### config.mk
export PLATFORM = sky130hd
export DESIGN_NAME = cprd_isqrt
export DESIGN_NICKNAME = d
export VERILOG_FILES = /design/src/rtl/core/cprd_pkg.sv /design/src/rtl/core/cprd_isqrt.sv
export SDC_FILE = /design/constraint.sdc
export NUM_CORES = 2
export LEC_CHECK = 0
export BUFFER_PORTS_ARGS = -buffer_cell sky130_fd_sc_hd__buf_4
export CORE_UTILIZATION = 45
export CTS_CLUSTER_DIAMETER = 100
export DETAILED_ROUTE_END_ITERATION = 10
export GPL_TIMING_DRIVEN = 0
export PLACE_DENSITY = 0.71
export SETUP_SLACK_MARGIN = 0.5
export SLEW_MARGIN = 20
export SYNTH_ARGS = -nofsm -noshare
export SYNTH_HDL_FRONTEND = slang
export SYNTH_SLANG_ARGS = --single-unit
### constraint.sdc
create_clock -name clock -period 7.8 [get_ports clock]
set_clock_uncertainty 0.2 [all_clocks]
set_input_delay 0 -clock clock [delete_from_list [all_inputs] [get_ports clock]]
set_output_delay 0 -clock clock [all_outputs]
set_load 0.005 [all_outputs]
### src/rtl/core/cprd_pkg.sv
// Shared types and constants of the camera primary ray direction unit.
// No dependencies; every other file of the block refers to it by scoped names.
package cprd_pkg;

   localparam int COMP_W   = 16;   // one packed Q4.12 component
   localparam int REG_W    = 48;   // three packed components
   localparam int JIT_W    = 16;   // Q0.16 jitter
   localparam int NORM_W   = 30;   // the largest normalized magnitude lies in [2^29, 2^30)
   localparam int NORM_TOP = 29;
   localparam int SUM_W    = 64;   // sum of squares and root work width
   localparam int LEN_W    = 32;   // vector length
   localparam int DIV_W    = 48;   // dividend and partial remainder width
   localparam int Q_W      = 16;   // quotient and output width
   localparam int FRAC_W   = 14;   // Q1.14 fraction
   localparam int CSR_IDX_W = 3;

   localparam logic [Q_W-1:0] Q_ONE = 16'd16384;

   localparam logic [REG_W-1:0] CAMERA_POSITION_RST = 48'd1610612736;
   localparam logic [REG_W-1:0] FRAME_CORNER_RST    = 48'd17593259790336;
   localparam logic [REG_W-1:0] COLUMN_STEP_RST     = 48'd65504;
   localparam logic [REG_W-1:0] ROW_STEP_RST        = 48'd281337537757184;

   typedef enum logic [CSR_IDX_W-1:0] {
      CSR_CAMERA_POSITION = 3'd0,
      CSR_FRAME_CORNER    = 3'd1,
      CSR_COLUMN_STEP     = 3'd2,
      CSR_ROW_STEP        = 3'd3
   } csr_index_type;

   typedef struct packed {
      logic signed [Q_W-1:0] dir_x;
      logic signed [Q_W-1:0] dir_y;
      logic signed [Q_W-1:0] dir_z;
      logic                  degenerate;
   } rsp_type;

endpackage

### src/rtl/core/cprd_isqrt.sv
// Pipelined integer square root, two result bits per stage, with a sideband.
// Depends on cprd_pkg for the work width.
module cprd_isqrt #(
   parameter int SIDE_W = 1
) (
   input  logic                         clock,
   input  logic                         reset,
   input  logic                         en,
   input  logic                         in_valid,
   input  logic [cprd_pkg::SUM_W-1:0]   in_value,
   input  logic [SIDE_W-1:0]            in_side,
   output logic                         out_valid,
   output logic [cprd_pkg::LEN_W-1:0]   out_root,
   output logic [SIDE_W-1:0]            out_side
);

   localparam int W      = cprd_pkg::SUM_W;
   localparam int STEPS  = W / 2;
   localparam int PER    = 2;
   localparam int NST    = STEPS / PER;

   logic [W-1:0]      rem_ff  [NST];
   logic [W-1:0]      root_ff [NST];
   logic [SIDE_W-1:0] side_ff [NST];
   logic [NST-1:0]    valid_ff;

   genvar g;
   generate
      for (g = 0; g < NST; g++) begin : g_stage
         logic [W-1:0] rem_prev, root_prev, rem_in, root_in, bit_v;
         assign rem_prev  = (g == 0) ? in_value : rem_ff[(g == 0) ? 0 : g-1];
         assign root_prev = (g == 0) ? '0 : root_ff[(g == 0) ? 0 : g-1];

         // Each step tries the next power of four against the remainder.
         always_comb begin
            rem_in  = rem_prev;
            root_in = root_prev;
            bit_v   = '0;
            for (int j = 0; j < PER; j++) begin
               bit_v = W'(1) << (W - 2 - 2 * (PER * g + j));
               if (rem_in >= root_in + bit_v) begin
                  rem_in  = rem_in - (root_in + bit_v);
                  root_in = (root_in >> 1) + bit_v;
               end else begin
                  root_in = root_in >> 1;
               end
            end
         end

         always_ff @(posedge clock) begin
            if (en) begin
               rem_ff[g]  <= rem_in;
               root_ff[g] <= root_in;
               side_ff[g] <= (g == 0) ? in_side : side_ff[(g == 0) ? 0 : g-1];
            end
         end

         always_ff @(posedge clock) begin
            if (reset) begin
               valid_ff[g] <= 1'b0;
            end else if (en) begin
               valid_ff[g] <= (g == 0) ? in_valid : valid_ff[(g == 0) ? 0 : g-1];
            end
         end
      end
   endgenerate

   assign out_valid = valid_ff[NST-1];
   assign out_root  = root_ff[NST-1][cprd_pkg::LEN_W-1:0];
   assign out_side  = side_ff[NST-1];

endmodule

==> out/metrics.yaml <==
place_hpwl_um: 191000
firstDrtPassIters: 8
track_usage: 0.249
grt_max_degree: 175
drc_errors: 0
holdWs_ps: 95.1
min_period_ps: 7130
wirelength_um: 245000
clk_latency_ps: 810
ir_worst_vdd_mv: 0.222
sequentialPowerShare: 0.317
final_cell_mix: "edfxtp_1 (1,248), nor2_1 (740), nand2_1 (709)"
power.density_nw_per_um2: 331
synth_top_cell_by_area: "edfxtp_1"
required_ps: 8190
relSlewSlack: 0.277
pwr-share-clk: 0.218
cts_tree: "yes"
clock-sinks: 1264
reg2reg_depth: 28
rsz0062_at_grt: "no"
place_ws_ps: -1720
coreArea_um2: 188000
fin_setup_tns_ps: 0
overflow: 0
grt_pass1_wl_um: 375000
arrival_ps: 7530
min_path_type: "in -> reg"
pin_count: 103
final_common_cell: "edfxtp_1"
final_nets: 9697
p_leak_nw: 37.0
dpl_cell_area_um2: 89000
die_area_um2: 190000
antenna_found_initial: 5
place.gp.congestion: 0.976
cts.clk_slew.worst_paths_ps: 60
syn_nets: 9246
vias: 68646
critPathKind: "reg -> reg"
yosys.area.top_type_share: 0.442
power.switching_mw: 12.9
syn_inst: 8604
synthesis.area_um2: 84900
viasPerCell: 5.88
yosysWarnings: 0
cap_violations: 0
cp-end-kind: "flop"
max_freq_mhz: 140
cp.depth: 28
syn_area_per_cell_um2: 9.86
power.internal_mw: 19.2
switching_share: 0.402
worst-path-max-fanout: 10
setup_viol: 0
tightest_slew_ps: 1070
final-hold-violation-count: 0
netlist_top_cells_area: "edfxtp_1 (44%), ha_1 (8.4%), xnor2_1 (5.1%)"
status: "completed"
grt_pass1_vias: 65813
final_area_um2: 96700
crit_slowest_cell: "a211oi_2"
drive_gt1_frac: 0.0939
postRouteAntennaNets: 0
die_h_um: 436
die_width_um: 436
max_stage_delay_ps: 550
synth-seq-cells: 1264
synth_edf_count: 1248
area_delta_synth_final_pct: 13.9
critPathTopFamily: "compound AO/OA/AOI/OAI gates"
comb_power_share: 0.466
crit_path_frequent_cell: "clkbuf_4"
rows: 159
min_delay_path_depth: 2
synth.distinct_cells: 114
min_period_over_period: 0.915
setup_slack_ps: 667
clock_path_buffers: 3
clockRootBuffer: "clkbuf_16"
start_util: 0.452
portBuffers: 101
drt_iter0_drc: 6261
final_max_slew_viol_count: 0
crit_buf_inv: 9
ys.flop_type: "edfxtp_1"
crit_path_start_kind: "flop"
async_reset_ff_frac: 0
numCtsBuffers: 143
avgRoutedWirePerCell_um: 21.0
yosysSeqAreaShare: 0.445
h-tree-depth: 4
==> Yosys cell counts, drive strengths merged (44+ instances only) <==
master and instances:
nor2b 76, buf 74, or3 100, o21a 92, o211ai 50, mux2 73
inv 485, and3 52, a21oi 676, nor3b 44, nor4 260, nand2 711
clkbuf 170, or2 72, edfxtp 1248, xor2 321, a31oi 67, nor3 232
a211oi 46, nand4 181, nand2b 98, o21ai 431, xnor2 492, ha 573
a21o 247, nor2 749, o31ai 66, and2 59, o21bai 62, or4 71
nand3 228
==> worst reg2reg max path: cells and delay by family (launching register included) <==
kind                     cells  cell delay [ps]
AO/OA/AOI/OAI               13             3200
buffers and inverters        9             1700
AND/OR/NAND/NOR              4              720
adder cells (fa/ha/maj)      2              700
flip-flops                   1              460
==> sequential cells by signal (all words and copies together), names as in the netlist <==
name,flops
valid_ff,15
rem_ff,960
side_ff,16
out_valid,1
root_ff,272
==> cell type report <==
cell class / instances / area, µm²
fill: 16775 / 90900
multi-input combinational: 6608 / 44900
sequential: 1264 / 37800
clock buffer: 164 / 3680
tap: 2495 / 3120
timing repair buffer: 306 / 2830
inverter: 488 / 1850
clock inverter: 99 / 1290
buffer: 244 / 1270
antenna: 3 / 7.51
==> routing by layer <==
layer	routed length, µm	track usage	part of all wire	vias to the layer above
met5	12	0	0.000049	-
met2	116000	0.414	0.47	2156
met1	107000	0.334	0.44	33103
li1	-	-	-	33000
met4	7350	0.0787	0.030	2
met3	14600	0.0342	0.060	385
==> timing repair <==
action | in CTS | in global routing
pin swaps | 14 | 35
setup buffers | 21 | 37
hold endpoints to repair | 371 | 0
resized for setup | 117 | 196
hold buffers | 139 | 0
setup endpoints to repair | 315 | 391
==> logic make-up (layout without fill, tap and decap cells) <==
family,Yosys count,in the layout,synth area share
other,0,3,0
AO/OA/AOI/OAI,2039,2039,0.152
XOR/XNOR,813,813,0.0839
flip-flops,1264,1264,0.445
adder cells (fa/ha/maj),573,573,0.0845
multiplexers,112,112,0.0146
buffers and inverters,732,1301,0.0341
AND/OR/NAND/NOR,3071,3071,0.185
==> power by group through the flow <==
stage          clock network, mW  registers (mW)  logic (mW)
5_1_grt                     7.36            10.2        16.4
3_5_place_dp                   0            10.3        14.2
6_report                    6.97            10.1        14.9
4_1_cts                     7.10            10.1        14.5
3_3_place_gp                   0            10.4        14.0
2_1_floorplan                  0            9.80        11.0
==> through the flow <==
stage                util  std cells  total power, mW
global placement    0.473      11200             24.4
CTS                 0.511      11631             31.7
global route        0.515      11669             34.1
floorplan               -       8604             20.8
finish              0.515      11671             32.0
detailed placement  0.474      11208             24.4
==> worst paths after layout <==
check | startpoint | endpoint | slack (ps)
max | root_ff[1][347] | rem_ff[1][409] | 670
min | en | rem_ff[1][59] | 100
max reg2reg | root_ff[1][347] | rem_ff[1][409] | 670
min reg2reg | side_ff[4][0] | side_ff[4][1] | 220
No activity file was read; power rests on OpenSTA's default activity.
